**config.mk**
```make
export PLATFORM = sky130hd
export DESIGN_NAME = windowed_temperature_averager_top
export DESIGN_NICKNAME = d
export VERILOG_FILES = /design/src/rtl/wta_pkg.sv /design/src/rtl/wta_ram.sv /design/src/rtl/wta_div.sv /design/src/rtl/windowed_temperature_averager_top.sv
export SDC_FILE = /design/constraint.sdc
export NUM_CORES = 1
export LEC_CHECK = 0
export BUFFER_PORTS_ARGS = -buffer_cell sky130_fd_sc_hd__buf_2
export CORE_ASPECT_RATIO = 0.9
export CORE_UTILIZATION = 35
export CTS_CLUSTER_SIZE = 20
export DETAILED_ROUTE_END_ITERATION = 7
export GPL_TIMING_DRIVEN = 0
export PLACE_DENSITY_LB_ADDON = 0.3
export SLEW_MARGIN = 20
export SYNTH_ARGS = -nofsm -noshare
export SYNTH_HDL_FRONTEND = slang
export SYNTH_SLANG_ARGS = --single-unit
```
**constraint.sdc**
```tcl
create_clock -name clk -period 15.3 [get_ports clk]
set_input_delay 3.825 -clock clk [delete_from_list [all_inputs] [get_ports clk]]
set_output_delay 3.825 -clock clk [all_outputs]
set_load 0.01 [all_outputs]
```
**src/rtl/wta_pkg.sv**
```systemverilog
// Shared types, constants and the rounding correction table of the temperature averager.
package wta_pkg;

  // One reading in and one average out per beat
  typedef struct packed {
    logic signed [7:0] sample_temp;
    logic [31:0]       now_ticks;
  } wta_in_t;

  typedef struct packed {
    logic signed [7:0] average_temp;
    logic [3:0]        samples_used;
  } wta_out_t;

  localparam int unsigned TEMP_W       = 8;
  localparam int unsigned TICK_W       = 32;
  localparam int unsigned CNT_FIELD_W  = 4;
  localparam int unsigned ROUND_BIAS   = 1000;
  localparam int unsigned CORR_W       = 10;
  localparam logic [31:0] TIMEOUT_INIT = 32'd3000;
  localparam int          AVG_MAX      = 127;
  localparam int          AVG_MIN      = -128;

  // Truncated ROUND_BIAS / n for n = 1..10
  function automatic logic [CORR_W-1:0] bias_corr(input logic [CNT_FIELD_W-1:0] n);
    logic [CORR_W-1:0] c;
    unique case (n)
      4'd1:    c = 10'd1000;
      4'd2:    c = 10'd500;
      4'd3:    c = 10'd333;
      4'd4:    c = 10'd250;
      4'd5:    c = 10'd200;
      4'd6:    c = 10'd166;
      4'd7:    c = 10'd142;
      4'd8:    c = 10'd125;
      4'd9:    c = 10'd111;
      4'd10:   c = 10'd100;
      default: c = '0;
    endcase
    return c;
  endfunction

endpackage

```
**src/rtl/wta_ram.sv**
```systemverilog
// Generic single-write, single-read RAM with registered read data.
module wta_ram #(
  parameter int unsigned WIDTH = 8,
  parameter int unsigned DEPTH = 10,
  parameter int unsigned AW    = (DEPTH > 1) ? $clog2(DEPTH) : 1
) (
  input  logic             clk,
  input  logic             wr_en,
  input  logic [AW-1:0]    wr_addr,
  input  logic [WIDTH-1:0] wr_data,
  input  logic             rd_en,
  input  logic [AW-1:0]    rd_addr,
  output logic [WIDTH-1:0] rd_data
);

  logic [WIDTH-1:0] mem [DEPTH];

  // write port
  always_ff @(posedge clk) begin
    if (wr_en) begin
      mem[wr_addr] <= wr_data;
    end
  end

  // registered read port
  always_ff @(posedge clk) begin
    if (rd_en) begin
      rd_data <= mem[rd_addr];
    end
  end

endmodule

```
**src/rtl/wta_div.sv**
```systemverilog
// Iterative restoring divider, one quotient bit per cycle, unsigned operands.
module wta_div #(
  parameter int unsigned DIVIDEND_W = 13,
  parameter int unsigned DIVISOR_W  = 4
) (
  input  logic                  clk,
  input  logic                  rst_n,
  input  logic                  start,
  input  logic [DIVIDEND_W-1:0] dividend,
  input  logic [DIVISOR_W-1:0]  divisor,
  output logic                  done,
  output logic [DIVIDEND_W-1:0] quotient
);

  localparam int unsigned CNT_W = $clog2(DIVIDEND_W + 1);

  logic [DIVIDEND_W-1:0] quo_r;
  logic [DIVISOR_W-1:0]  rem_r;
  logic [DIVISOR_W-1:0]  dvs_r;
  logic [CNT_W-1:0]      cnt_r;
  logic                  busy_r;
  logic                  done_r;

  logic [DIVISOR_W:0]    rem_sh;
  logic [DIVISOR_W:0]    rem_diff;
  logic                  ge;

  // one restoring step
  always_comb begin
    rem_sh   = {rem_r, quo_r[DIVIDEND_W-1]};
    ge       = (rem_sh >= {1'b0, dvs_r});
    rem_diff = rem_sh - {1'b0, dvs_r};
  end

  // control
  always_ff @(posedge clk) begin
    if (!rst_n) begin
      busy_r <= 1'b0;
      done_r <= 1'b0;
      cnt_r  <= '0;
    end else begin
      done_r <= 1'b0;
      if (start) begin
        busy_r <= 1'b1;
        cnt_r  <= CNT_W'(DIVIDEND_W);
      end else if (busy_r) begin
        cnt_r <= cnt_r - 1'b1;
        if (cnt_r == CNT_W'(1)) begin
          busy_r <= 1'b0;
          done_r <= 1'b1;
        end
      end
    end
  end

  // datapath: dividend shifts out as quotient bits shift in
  always_ff @(posedge clk) begin
    if (start) begin
      quo_r <= dividend;
      rem_r <= '0;
      dvs_r <= divisor;
    end else if (busy_r) begin
      quo_r <= {quo_r[DIVIDEND_W-2:0], ge};
      rem_r <= ge ? rem_diff[DIVISOR_W-1:0] : rem_sh[DIVISOR_W-1:0];
    end
  end

  assign done     = done_r;
  assign quotient = quo_r;

endmodule

```
**src/rtl/windowed_temperature_averager_top.sv**
```systemverilog
// Top level of the windowed temperature averager: ring history, running sum, rounding divide.
//
//  channel | ports                                 | direction | beat
//  --------+---------------------------------------+-----------+------------------------------
//  in      | in_valid, in_stall, in_data           | input     | one reading and its tick count
//  out     | out_valid, out_stall, out_data        | output    | rounded mean and count used
//  cfg     | cfg_wr_en, cfg_wr_data                | input     | timeout_ticks, written at once
//
// Each reading passes the states READ, PREP, DIV and FIN on its way to the registered result:
// the RAM read of the oldest entry issues at the accept edge, READ does the sum update and
// write-back, PREP starts the divider, DIV lets the divider find one quotient bit per cycle
// until its done flag is seen, and FIN rounds and loads the output register once it is free.
// Reset (rst_n, synchronous) empties the history, zeroes the last tick and loads
// a timeout of 3000; the history RAM itself is never cleared.
// in_stall is high while a reading is in work; the finished result sits in the output
// register and a new reading is accepted while it waits for out_stall to drop.
module windowed_temperature_averager_top #(
  parameter int unsigned WINDOW_LEN = 10
) (
  input  logic              clk,
  input  logic              rst_n,
  input  logic              in_valid,
  output logic              in_stall,
  input  wta_pkg::wta_in_t  in_data,
  output logic              out_valid,
  input  logic              out_stall,
  output wta_pkg::wta_out_t out_data,
  input  logic              cfg_wr_en,
  input  logic [31:0]       cfg_wr_data
);

  import wta_pkg::*;

  localparam int unsigned PTR_W = (WINDOW_LEN > 1) ? $clog2(WINDOW_LEN) : 1;
  localparam int unsigned CNT_W = $clog2(WINDOW_LEN + 1);
  localparam int unsigned SUM_W = $clog2(128 * WINDOW_LEN + 1) + 1;
  localparam int unsigned DIV_W = $clog2(2 * (128 * WINDOW_LEN + ROUND_BIAS) + 1);
  localparam int unsigned NUM_W = DIV_W + 1;
  localparam int unsigned AVG_W = NUM_W + 2;

  typedef enum logic [4:0] {
    ST_IDLE = 5'b00001,
    ST_READ = 5'b00010,
    ST_PREP = 5'b00100,
    ST_DIV  = 5'b01000,
    ST_FIN  = 5'b10000
  } state_t;

  state_t                   state_r, state_nxt;
  logic [TICK_W-1:0]        timeout_r;
  logic [TICK_W-1:0]        last_ticks_r;
  logic [CNT_W-1:0]         fill_r;
  logic [PTR_W-1:0]         wptr_r;
  logic signed [SUM_W-1:0]  sum_r;
  logic [TEMP_W-1:0]        reading_r;
  logic                     neg_r;
  logic [DIV_W-1:0]         mag;
  logic                     out_valid_r;
  wta_out_t                 out_data_r;

  logic                     accept;
  logic                     timed_out;
  logic [TICK_W-1:0]        delta;
  logic                     full;
  logic [TEMP_W-1:0]        rd_data;
  logic signed [SUM_W-1:0]  sum_nxt;
  logic signed [NUM_W-1:0]  biased;
  logic signed [NUM_W-1:0]  dbl;
  logic                     div_start;
  logic                     div_done;
  logic [DIV_W-1:0]         quo;
  logic [CNT_FIELD_W-1:0]   n_field;
  logic signed [NUM_W-1:0]  q_s;
  logic signed [NUM_W:0]    t_s;
  logic signed [NUM_W:0]    half;
  logic signed [AVG_W-1:0]  avg;
  logic signed [TEMP_W-1:0] avg_sat;
  logic                     out_free;

  assign accept   = in_valid && !in_stall;
  assign in_stall = (state_r != ST_IDLE);
  assign out_free = !out_valid_r || !out_stall;
  assign full     = (fill_r == CNT_W'(WINDOW_LEN));
  assign n_field  = CNT_FIELD_W'(fill_r);

  // modular tick distance against the timeout
  assign delta     = in_data.now_ticks - last_ticks_r;
  assign timed_out = (delta > timeout_r);

  // configuration register
  always_ff @(posedge clk) begin
    if (!rst_n) begin
      timeout_r <= TIMEOUT_INIT;
    end else if (cfg_wr_en) begin
      timeout_r <= cfg_wr_data;
    end
  end

  // history ring: oldest entry is read at wptr, newest written back there
  wta_ram #(
    .WIDTH (TEMP_W),
    .DEPTH (WINDOW_LEN)
  ) u_hist (
    .clk     (clk),
    .wr_en   (state_r == ST_READ),
    .wr_addr (wptr_r),
    .wr_data (reading_r),
    .rd_en   (accept),
    .rd_addr (wptr_r),
    .rd_data (rd_data)
  );

  // running sum: add newest, drop the evicted oldest once full
  always_comb begin
    sum_nxt = sum_r + SUM_W'(signed'(reading_r));
    if (full) begin
      sum_nxt = sum_nxt - SUM_W'(signed'(rd_data));
    end
  end

  // divider operand: |2*(sum+bias)| and its sign
  always_comb begin
    biased = NUM_W'(sum_r) + NUM_W'(ROUND_BIAS);
    dbl    = biased <<< 1;
    mag    = DIV_W'(dbl[NUM_W-1] ? -dbl : dbl);
  end

  // state sequencer
  always_comb begin
    state_nxt = state_r;
    div_start = 1'b0;
    unique case (state_r)
      ST_IDLE: if (accept)   state_nxt = ST_READ;
      ST_READ: state_nxt = ST_PREP;
      ST_PREP: begin
        div_start = 1'b1;
        state_nxt = ST_DIV;
      end
      ST_DIV:  if (div_done) state_nxt = ST_FIN;
      ST_FIN:  if (out_free) state_nxt = ST_IDLE;
      default: state_nxt = ST_IDLE;
    endcase
  end

  always_ff @(posedge clk) begin
    if (!rst_n) begin
      state_r      <= ST_IDLE;
      last_ticks_r <= '0;
      fill_r       <= '0;
      sum_r        <= '0;
      wptr_r       <= '0;
    end else begin
      state_r <= state_nxt;
      if (accept) begin
        last_ticks_r <= in_data.now_ticks;
        if (timed_out) begin
          fill_r <= '0;
          sum_r  <= '0;
        end
      end else if (state_r == ST_READ) begin
        sum_r <= sum_nxt;
        if (!full) begin
          fill_r <= fill_r + 1'b1;
        end
        wptr_r <= (wptr_r == PTR_W'(WINDOW_LEN - 1)) ? '0 : wptr_r + 1'b1;
      end
    end
  end

  // payload holding registers
  always_ff @(posedge clk) begin
    if (accept) begin
      reading_r <= in_data.sample_temp;
    end
    if (state_r == ST_PREP) begin
      neg_r <= dbl[NUM_W-1];
    end
  end

  wta_div #(
    .DIVIDEND_W (DIV_W),
    .DIVISOR_W  (CNT_FIELD_W)
  ) u_div (
    .clk      (clk),
    .rst_n    (rst_n),
    .start    (div_start),
    .dividend (mag),
    .divisor  (n_field),
    .done     (div_done),
    .quotient (quo)
  );

  // (q + 1) / 2 truncated toward zero, minus bias / n, then saturate
  always_comb begin
    q_s  = neg_r ? -signed'({1'b0, quo}) : signed'({1'b0, quo});
    t_s  = (NUM_W + 1)'(q_s) + (NUM_W + 1)'(1);
    half = t_s[NUM_W] ? -((-t_s) >>> 1) : (t_s >>> 1);
    avg  = AVG_W'(half) - AVG_W'(signed'({1'b0, bias_corr(n_field)}));
    priority if (avg > AVG_W'(AVG_MAX)) begin
      avg_sat = TEMP_W'(AVG_MAX);
    end else if (avg < AVG_W'(AVG_MIN)) begin
      avg_sat = TEMP_W'(AVG_MIN);
    end else begin
      avg_sat = TEMP_W'(avg);
    end
  end

  // output register
  always_ff @(posedge clk) begin
    if (!rst_n) begin
      out_valid_r <= 1'b0;
    end else if (state_r == ST_FIN && out_free) begin
      out_valid_r <= 1'b1;
    end else if (!out_stall) begin
      out_valid_r <= 1'b0;
    end
  end

  always_ff @(posedge clk) begin
    if (state_r == ST_FIN && out_free) begin
      out_data_r.average_temp <= avg_sat;
      out_data_r.samples_used <= n_field;
    end
  end

  assign out_valid = out_valid_r;
  assign out_data  = out_data_r;

endmodule
```
==> impl_metrics.csv <==
group,metric,value,unit
run_status,outcome,"completed",
place,dp_cells,2236,
drt,postRouteAntennaNets,0,
drt,drt_first_pass_iters,5,
drt,drc,0,
die,initial_core_util,35.4,%
synth,netlist_area,15200,um2
cells_and_area,post-route-cell-area,17200,um2
die,io_pins,91,
setup_path,slowest_stage,"nor2_1",
drt,drt-initial-drc-count,630,
cells_and_area,finalNonFillerCells,2284,
drt,routed_wl,35000,um
synth,async_flop_share,0,%
synth,ys_warn_count,0,
grt,track_usage,15.8,%
place,post-dp-hpwl,27100,um
drt,post_drt_wl_per_cell,15.3,um
synth,synthTopCellsByArea,"edfxtp_1 25%, dfxtp_1 14%, ha_1 9.6%",
synth,ys_types,99,
cells_and_area,synthToLayoutAreaGrowth,13.2,%
timing,hold_slack,0.462,ns
cells_and_area,final_common_cell,"nand2_1",
timing,min_period,10.80,ns
die,die_h,200,um
pwr,power_density,106,nW/um2
clocking,cts.repair.resized,0,
synth,ys_seq_elements,236,
timing,max_freq,92.6,MHz
grt,grt_pass1_wl,57100,um
setup_path,crit_arrival,11.22,ns
pwr,p_leak,6.66,nW
clocking,postCtsSetupBuffers,0,
setup_path,critPathMaxFanout,10,
synth,synthAdderAreaFrac,10.3,%
synth,synth-edff-count,126,
grt,grt_max_degree,26,
place,placed_area,16400,um2
synth,yosys.area_share.simple,17.0,%
grt,grt_pass1_vias,11100,
drt,post_drt_via_cell_ratio,5.06,
die,core,43000,um2
synth,synth_largest_area_cell,"edfxtp_1",
synth,ys_seq_area_share,39.3,%
place,place_ws,4.02,ns
timing,rsz0062_at_grt,"no",
setup_path,slowest_delay,0.70,ns
cells_and_area,final_net_count,1908,
clocking,cts.sinks,236,
synth,synth_top_area_share,24.9,%
timing,setup_ws,4.50,ns
timing,tightest_slew,0.901,ns
clocking,clk_path_buf_depth,3,
pwr,peakVddDrop,0.0677,mV
synth,synthCells,1589,
cells_and_area,most-common-layout-cells,"159 x nand2_1, 130 x inv_1, 126 x edfxtp_1",
grt,grt_overflow_total,0,
synth,syn_area_per_cell,9.58,um2
setup_path,path_buf_inv,5,
setup_path,cp.required,15.72,ns
timing,setup_viol_count_final,0,
place,gp_congestion,0.846,
job,cap_violations,0,
die,die_w,222,um
cells_and_area,drive_above_1_share,12.1,%
clocking,clk_pin_slew,0.06,ns
setup_path,critPathTopFamily,"compound AO/OA/AOI/OAI gates",
timing,hold_viol_final,0,
synth,syn-num-nets,1788,
setup_path,crit_top_cell,"inv_1",
clocking,htree_levels,1,
timing,drv_slew,0,
timing,relSlewSlack,40.0,%
setup_path,endpoint_kind,"register",
synth,synthMuxAreaShare,5.36,%
timing,finalClockSkew,0.0199,ns
die,dieArea,44300,um2
clocking,cts_inserted_buffers,26,
place,io_buffers,89,
timing,final.setup.tns,0,ns
synth,synthFlopType,"edfxtp_1",
pwr,power.total,1.82,mW
clocking,cts_root_buf,"clkbuf_16",
grt,antenna_found_initial,1,
setup_path,rrSetupSlack,7.60,ns
drt,vias,11600,
setup_path,critPathLaunchType,"input port",
clocking,postCtsHoldBufs,0,
die,row_count,72,
clocking,cts_tree,"yes",
setup_path,timing_worst_setup_path_type,"in -> reg",
timing,period_share,70.6,%
synth,synth_top_family_by_area,"simple AND/OR/NAND/NOR gates",
cells_and_area,antenna_cells,0,
cells_and_area,final_util,40.1,%
synth,synth_compound_area_share,16.5,%
clocking,clk-insertion-delay-late,0.55,ns
hold_path,hold_class,"reg -> reg",
synth,synthXorXnorAreaFrac,6.64,%
-- cell families after synthesis --
kind of cell,after synthesis
AOI/OAI and AO/OA,368
xor gates and xnor gates,109
adders and majority gates,122
buffers and inverters,191
DFF,236
muxes,60
and+or+nand+nor,503
-- cell type report --
cell class | instances | area, um2
fillers | 4244 | 25700
multi-input cells | 1162 | 8530
flip-flops and latches | 236 | 5990
clock buffers | 38 | 726
well taps | 555 | 694
inverters | 131 | 492
repair buffers | 92 | 465
plain buffers | 60 | 255
clock inverters | 10 | 87.6
-- path summary, 6_finish.rpt --
path | start | to | depth (start not counted)
max | in_data[0] | register | 29
min | last_ticks_r[2] | last_ticks_r[2] | 2
max reg2reg | last_ticks_r[0] | register | 27
min reg2reg | last_ticks_r[2] | last_ticks_r[2] | 2
-- power breakdown --
part,internal (mW),switching [mW]
clock network,0.346,0.257
logic,0.207,0.271
registers,0.712,0.0306
-- cell usage after synthesis, drive strengths merged, types with 35 or more instances --
library cell	n
a21boi	51
a21o	35
a21oi	89
clkbuf	44
dfxtp	110
edfxtp	126
ha	117
inv	130
mux2i	38
nand2	160
nor2	90
nor2b	60
o21ai	71
xnor2	69
xor2	37
-- registers in the layout, indices dropped and copies added (netlist names), 4 cells and up, named ones only --
| signal | cells |
|---|---|
| out_data | 12 |
| last_ticks_r | 32 |
| reading_r | 8 |
| u_div.quotient | 13 |
| sum_r | 12 |
| timeout_r | 32 |
| u_hist.mem | 80 |
| u_hist.rd_data | 8 |
| fill_r | 4 |
| wptr_r | 4 |
| u_div.cnt_r | 4 |
| u_div.rem_r | 4 |
| state_r | 5 |
| u_div.dvs_r | 4 |
-- worst reg2reg max path, cell delays in order, from the launching register on --
cell and delay (ns):
dfxtp_1 0.34, ha_1 0.16, inv_1 0.05, fa_1 0.39
a21o_1 0.19, a21oi_1 0.25, o21ai_0 0.14, a21oi_1 0.24
o21bai_1 0.15, a311oi_1 0.37, o21ba_2 0.26, o22ai_1 0.13
o41ai_1 0.59, nor3_1 0.16, o31a_1 0.33, o31a_1 0.24
ha_1 0.30, nand4_1 0.18, nor4_1 0.49, a31oi_1 0.20
o21a_1 0.25, nor2_1 0.70, nand2_1 0.28, nor2_1 0.36
inv_1 0.18, ha_1 0.33, inv_1 0.04, a222oi_1 0.27
-- per-layer routing --
layer / wire [um] / track usage (%)
met5: 11 / 0
met4: 527 / 3.68
met3: 1180 / 1.87
met2: 15900 / 26.1
met1: 17500 / 22.0
Power figures use the tool's default switching activity.
